**src/rpc_pkg.sv**
```systemverilog
// ----------------------------------------------------------------------------
// rpc_pkg
// Operation codes and the control word carried along the cell chain.
// ----------------------------------------------------------------------------
`timescale 1ns / 1ps

package rpc_pkg;

  localparam logic [1:0] FUNC_CLEAR = 2'd0;
  localparam logic [1:0] FUNC_ADD   = 2'd1;
  localparam logic [1:0] FUNC_QUERY = 2'd2;

  typedef struct packed {
    logic valid;
    logic query;
    logic ok;
  } ctl_t;

endpackage

```
**src/rpc_cell.sv**
```systemverilog
// ----------------------------------------------------------------------------
// rpc_cell
// One point slot of the chain: holds a point, tests each passing query
// against it and hands the word on to the next slot.
// ----------------------------------------------------------------------------
`timescale 1ns / 1ps

module rpc_cell #(
  parameter int COORD_BITS = 16,
  parameter int CNT_BITS   = 11,
  parameter int INDEX      = 0
) (
  input  logic                         clk,
  input  logic                         rst,
  input  logic                         adv,
  input  logic                         wr,
  input  logic        [CNT_BITS-1:0]   wr_idx,
  input  logic signed [COORD_BITS-1:0] wr_x,
  input  logic signed [COORD_BITS-1:0] wr_y,
  input  rpc_pkg::ctl_t                ctl_in,
  input  logic signed [COORD_BITS-1:0] lo_y_in,
  input  logic signed [COORD_BITS-1:0] hi_y_in,
  input  logic signed [COORD_BITS-1:0] lo_x_in,
  input  logic signed [COORD_BITS-1:0] hi_x_in,
  input  logic        [CNT_BITS-1:0]   tot_in,
  input  logic        [CNT_BITS-1:0]   cnt_in,
  output rpc_pkg::ctl_t                ctl,
  output logic signed [COORD_BITS-1:0] lo_y,
  output logic signed [COORD_BITS-1:0] hi_y,
  output logic signed [COORD_BITS-1:0] lo_x,
  output logic signed [COORD_BITS-1:0] hi_x,
  output logic        [CNT_BITS-1:0]   tot,
  output logic        [CNT_BITS-1:0]   cnt
);

  localparam logic [CNT_BITS-1:0] MyIdx = CNT_BITS'(INDEX);

  logic signed [COORD_BITS-1:0] px;
  logic signed [COORD_BITS-1:0] py;
  logic                         hit;

  // slot counts only for queries that saw it filled
  assign hit = ctl_in.valid && ctl_in.query && (MyIdx < tot_in) &&
               (py >= lo_y_in) && (py < hi_y_in) &&
               (px >= lo_x_in) && (px < hi_x_in);

  always_ff @(posedge clk) begin
    if (wr && (wr_idx == MyIdx)) begin
      px <= wr_x;
      py <= wr_y;
    end
  end

  always_ff @(posedge clk) begin
    if (rst) begin
      ctl <= '0;
    end else if (adv) begin
      ctl <= ctl_in;
    end
  end

  always_ff @(posedge clk) begin
    if (adv) begin
      lo_y <= lo_y_in;
      hi_y <= hi_y_in;
      lo_x <= lo_x_in;
      hi_x <= hi_x_in;
      tot  <= tot_in;
      cnt  <= cnt_in + CNT_BITS'(hit);
    end
  end

endmodule

```
**config.mk**
```make
export PLATFORM = sky130hd
export DESIGN_NAME = rpc_cell
export DESIGN_NICKNAME = d
export VERILOG_FILES = /design/src/rpc_pkg.sv /design/src/rpc_cell.sv
export SDC_FILE = /design/constraint.sdc
export NUM_CORES = 1
export LEC_CHECK = 0
export BUFFER_PORTS_ARGS = -buffer_cell sky130_fd_sc_hd__buf_2
export CORE_MARGIN = 4
export CORE_UTILIZATION = 40
export CTS_BUF_LIST = sky130_fd_sc_hd__clkbuf_4 sky130_fd_sc_hd__clkbuf_8
export CTS_CLUSTER_DIAMETER = 40
export DETAILED_ROUTE_END_ITERATION = 6
export GPL_TIMING_DRIVEN = 0
export HOLD_SLACK_MARGIN = 0.15
export PLACE_DENSITY = 0.68
export SYNTH_ARGS = -nofsm -noshare
export SYNTH_HDL_FRONTEND = slang
export SYNTH_SLANG_ARGS = --single-unit
```
**constraint.sdc**
```tcl
create_clock -name clk -period 3.9 [get_ports clk]
set_clock_uncertainty 0.1 [all_clocks]
set_input_delay 0.78 -clock clk [delete_from_list [all_inputs] [get_ports clk]]
set_output_delay 0.78 -clock clk [all_outputs]
set_load 0.01 [all_outputs]
```
==> impl_metrics.tcl, run 1 <==
set metrics [dict create \
    finalWirelength_mm 12.60 \
    synth_edf_count 118 \
    tightest_slew_ps 792.5 \
    synth_top_area_share 0.6431 \
    rsz0062_at_grt "false" \
    p_total_w 0.002874 \
    cts_hold_buf 0 \
    postCtsSetupBuffers 0 \
    ys_seq_elements 121 \
    clockBufferDepth 2 \
    final_cell_mix "223 x buf_2, 118 x edfxtp_1, 65 x inv_1" \
    drtIter0Drc 131 \
    worst_hold_path_type "flop to flop" \
    critPathRequiredTime_ps 3970 \
    dpl.hpwl_mm 10.26 \
    gr-total-overflow 0 \
    clock_latency_ps 420 \
    powerDensity_nw_per_um2 396.5 \
    netlist_top_cells_area "edfxtp_1 64%, ha_1 15%, inv_1 4.4%" \
    worst-r2r-cell-count 12 \
    fp.dieW_um 125.4 \
    worst-setup-path-type "input port to flop" \
    worstPathCellList "buf_2, inv_1, ha_1, nand4_1, nor4_1, o31ai_1, nand3_1, o311ai_0, nor4_2, ha_1, ha_1, and3_1, nand3_1, xnor2_1" \
    ys_seq_area_frac 0.6540 \
    path_depth 14 \
    via_count 3869 \
    cp_slowest_stage_delay_ps 440 \
    max_freq_mhz 284.9 \
    grt_pass1_wl_mm 20.25 \
    syn-mean-instance-area_sq_um 14.39 \
    core_area_sq_um 13350 \
    r2r_start "px[15]" \
    grt_max_degree 55 \
    period_needed_ps 3510 \
    die_h_um 125.4 \
    wl_per_cell_um 15.44 \
    fin_util 0.5429 \
    cts.repair.resized 0 \
    setup_tns_ps 0 \
    clk_pin_slew_ps 70 \
    root_buffer "clkbuf_8" \
    cts_tree "done" \
    drive_above_1_share 0.4063 \
    maxCapViolCount 0 \
    die_area_sq_um 15720 \
    syn_area_sq_um 5510 \
    io_pins 225 \
    yosysTopAreaCell "edfxtp_1" \
    leakagePower_nw 3.394 \
    first_pass_iters 4 \
    startpoint "lo_x_in[15]" \
    setup_violations 0 \
    worstPathArrival_ps 3580 \
    grt_use_total 0.1630 \
    place_ws_ps -115.9 \
    ys_async_sr_fraction 0 \
    ys_types 38 \
    crit_buf_inv 2 \
    endpoint_kind "flop" \
    postSynthCellCount 383 \
    start_kind "input port" \
    syn_nets 583 \
    io_buffers 224 \
    crit_slowest_cell "nor4_1" \
    area_growth_pct 31.52 \
    ir_worst_vdd_uv 190.5 \
    start_util 0.4128 \
    final_common_cell "buf_2" \
    row_count 42 \
    vias_per_cell 4.741 \
    grt_pass1_vias 4233 \
    slew_headroom 0.4716 \
    detail-route-antenna-nets 0 \
    crit_top_cell "ha_1" \
    hold_viol 0 \
    routabilityCongestion 0.8127 \
    diodes 0 \
    antenna_found_initial 1 \
    setup_slack_ps 389.8 \
    hp-start "ctl[2]" \
    nFillCells 1178 \
    nets 827 \
    remaining_drc_errors 0 \
    cp_max_fo 4 \
    report.final.slew_viol_count 0 \
    h-tree-depth 4 \
    status "finished clean" \
    yosys_warnings 0 \
    period_share 0.9000 \
    ys.flop_type "edfxtp_1" \
    cts_buffers 17 \
    cts.sinks 121 \
    whs_path_depth 2 \
    crit_family "simple AND/OR/NAND/NOR gates" \
]
==> area by class of cell <==
| class | count | area [sq um] | area share |
|---|---|---|---|
| Clock buffer | 20 | 256.5 | 0.03539 |
| Clock inverter | 12 | 107.6 | 0.01485 |
| Inverter | 65 | 244.0 | 0.03367 |
| Multi-Input combinational cell | 197 | 1664 | 0.2296 |
| Sequential cell | 121 | 3603 | 0.4972 |
| Tap cell | 176 | 220.2 | 0.03039 |
| Timing Repair Buffer | 225 | 1151 | 0.1588 |
==> per-stage QoR <==
stage	instance area [sq um]	hold slack, ps	instances
after floorplan	5510	427.9	383
after global placement	6852	373.5	783
after detailed placement	6883	395.7	784
after CTS	7247	389.2	816
after global routing	7247	381.4	816
final	7247	406.4	816
==> cells in the mapped netlist, types with 2 or more instances <==
master,n
nor4_1,6
nand2_1,10
a21o_1,8
nand2b_1,2
nand3_1,15
ha_1,64
nor3_1,3
a211oi_1,4
o21ai_0,7
xnor2_1,7
and4_1,5
a21oi_1,18
nor2_1,11
dfxtp_1,3
and3_1,4
mux2i_1,4
nor2b_1,2
inv_1,65
edfxtp_1,118
xor2_1,2
nand4_1,8
==> final timing paths <==
path	end	slack, ps
worst min register to register	ctl[2]	410
worst min-delay path	ctl[2]	410
worst max-delay path	cnt[10]	390
worst max register to register	cnt[10]	440
==> power breakdown <==
group	switching [W]	internal, W	total [W]
clock	0.000464	0.000573	0.00104
combinational	0.000170	0.000141	0.000311
sequential	0.0000163	0.00151	0.00153
==> tightest hold or removal path, cell delays in order (launching register included) <==
cell and delay [ps]:
dfxtp_1 330, mux2i_1 70, nor2_1 70
==> sequential cells by signal, indices dropped and copies added, names as in the netlist <==
register,count
ctl,3
tot,11
px,16
lo_x,16
cnt,11
hi_x,16
py,16
hi_y,16
lo_y,16
==> kinds of logic after synthesis <==
| family | Yosys count | share of synthesized area |
|---|---|---|
| flops | 121 | 0.6540 |
| compound gates | 49 | 0.06109 |
| mux | 5 | 0.009990 |
| fa+ha+maj | 64 | 0.1453 |
| simple gates | 70 | 0.07107 |
| buf+inv | 65 | 0.04428 |
| xor+xnor | 9 | 0.01431 |
==> routing by layer <==
| layer | global-route usage | vias to the layer above | part of all wire |
|---|---|---|---|
| met5 | 0 | - | 0.00095 |
| met4 | 0.04974 | 2 | 0.011 |
| met3 | 0.05672 | 13 | 0.066 |
| met2 | 0.2895 | 139 | 0.51 |
| met1 | 0.1851 | 1807 | 0.41 |
| li1 | - | 1908 | - |
Note: power is estimated with default switching activity, not from simulation.
==> run 2: changes to the inputs <==
--- a/config.mk
+++ b/config.mk
@@ -6,14 +6,16 @@
 export NUM_CORES = 1
 export LEC_CHECK = 0
 export BUFFER_PORTS_ARGS = -buffer_cell sky130_fd_sc_hd__buf_2
+export CELL_PAD_IN_SITES_DETAIL_PLACEMENT = 0
+export CELL_PAD_IN_SITES_GLOBAL_PLACEMENT = 1
 export CORE_MARGIN = 4
-export CORE_UTILIZATION = 40
+export CORE_UTILIZATION = 39
 export CTS_BUF_LIST = sky130_fd_sc_hd__clkbuf_4 sky130_fd_sc_hd__clkbuf_8
 export CTS_CLUSTER_DIAMETER = 40
 export DETAILED_ROUTE_END_ITERATION = 6
 export GPL_TIMING_DRIVEN = 0
 export HOLD_SLACK_MARGIN = 0.15
-export PLACE_DENSITY = 0.68
+export PLACE_DENSITY_LB_ADDON = 0.3
 export SYNTH_ARGS = -nofsm -noshare
 export SYNTH_HDL_FRONTEND = slang
 export SYNTH_SLANG_ARGS = --single-unit
==> impl_metrics.tcl, run 2 (synthesized netlist as in run 1, its figures left out) <==
set metrics [dict create \
    setup_tns_ps 0 \
    fin_area_sq_um 7312 \
    die_h_um 126.9 \
    cts_buffers 17 \
    drive_above_1_share 0.4063 \
    period_share 0.9019 \
    core_area_sq_um 13880 \
    grt_pass1_vias 3938 \
    hp-start "ctl[0]" \
    clk_pin_slew_ps 70 \
    start_util 0.3970 \
    final_cell_mix "223 x buf_2, 118 x edfxtp_1, 65 x inv_1" \
    status "finished clean" \
    worstPathArrival_ps 3590 \
    grt_pass1_wl_mm 18.75 \
    multiInputGateArea_sq_um 1664 \
    fin_util 0.5268 \
    grt_use_total 0.1516 \
    drtIter0Drc 85 \
    worst-r2r-cell-count 12 \
    start_kind "input port" \
    detail-route-antenna-nets 0 \
    final_common_cell "buf_2" \
    io_pins 225 \
    cts_hold_buf 0 \
    cts.repair.resized 0 \
    powerDensity_nw_per_um2 412.1 \
    max_freq_mhz 284.3 \
    cp_max_fo 4 \
    worst-setup-path-type "input port to flop" \
    h-tree-depth 4 \
    rsz0062_at_grt "false" \
    first_pass_iters 4 \
    finalWirelength_mm 11.93 \
    startpoint "lo_x_in[15]" \
    nFillCells 1261 \
    io_buffers 224 \
    clock_latency_ps 430 \
    leakagePower_nw 3.406 \
    die_area_sq_um 16090 \
    grt_max_degree 58 \
    dpl.hpwl_mm 9.680 \
    antenna_found_initial 2 \
    regArea_sq_um 3603 \
    worst_hold_path_type "flop to flop" \
    row_count 43 \
    p_total_w 0.003013 \
    fp.dieW_um 126.9 \
    slew_headroom 0.4734 \
    area_growth_pct 32.70 \
    hold_viol 0 \
    vias_per_cell 4.598 \
    setup_violations 0 \
    wl_per_cell_um 14.52 \
    report.final.slew_viol_count 0 \
    whs_path_depth 2 \
    cts.sinks 121 \
    maxCapViolCount 0 \
    via_count 3775 \
    remaining_drc_errors 0 \
    clockBufferDepth 2 \
    postCtsSetupBuffers 0 \
    dpl-instance-area_sq_um 6888 \
    nets 827 \
    ir_worst_vdd_uv 205.9 \
    endpoint_kind "flop" \
    root_buffer "clkbuf_8" \
    r2r_start "px[15]" \
    period_needed_ps 3518 \
    tightest_slew_ps 790.0 \
    critPathRequiredTime_ps 3980 \
    gr-total-overflow 0 \
    cts_tree "done" \
    routabilityCongestion 0.7734 \
]
run 2: cell count changes in the layout (fill, tap and decap cells not counted):
cell        previous run  this run
clkinvlp_4             1         3
clkbuf_4               3         1
clkinv_4               0         2
diode_2                0         1
clkinv_2               5         1
bufinv_16              2         4
run 2: power breakdown:
| group | total, W | switching (W) | internal, W |
|---|---|---|---|
| Sequential | 0.00152 | 0.0000156 | 0.00151 |
| Combinational | 0.000306 | 0.000165 | 0.000141 |
| Clock | 0.00118 | 0.000490 | 0.000694 |
run 2: area by class of cell:
class | count | area share
multi-input cells | 197 | 0.2276
inverters | 65 | 0.03337
flip-flops and latches | 121 | 0.4928
diodes | 1 | 0.0003422
clock inverters | 14 | 0.02464
well taps | 180 | 0.03080
clock buffers | 18 | 0.03303
repair buffers | 225 | 0.1574
run 2: worst paths after layout:
| check | endpoint | slack [ps] |
|---|---|---|
| setup / recovery | cnt[8] | 380 |
| hold / removal | ctl[0] | 400 |
| setup reg to reg | cnt[8] | 450 |
| hold reg to reg | ctl[0] | 400 |
run 2: critical path, cell delays in order:
cell      delay, ps
buf_2           100
inv_1            40
ha_1            310
nand4_1         180
nor4_1          430
o31ai_1         180
nand3_1         130
o311ai_0        200
nor4_2          300
ha_1            260
ha_1            210
and3_1          230
nand3_1         110
xnor2_1         150
run 2: metal layers:
| layer | vias to the layer above | share of wire | track usage |
|---|---|---|---|
| met3 | 21 | 0.082 | 0.05137 |
| li1 | 1911 | - | - |
| met2 | 131 | 0.48 | 0.2460 |
| met1 | 1708 | 0.42 | 0.1843 |
| met4 | 4 | 0.017 | 0.06625 |
| met5 | - | 0.0026 | 0 |
run 2: metrics by stage:
stage | hold WS (ps) | worst slack [ps] | instances
floorplan | 427.9 | 499.0 | 383
global placement | 369.1 | -65.24 | 787
detailed placement | 384.8 | -144.0 | 788
CTS | 377.2 | 327.5 | 820
global route | 375.8 | 102.0 | 820
finish | 405.0 | 382.4 | 821
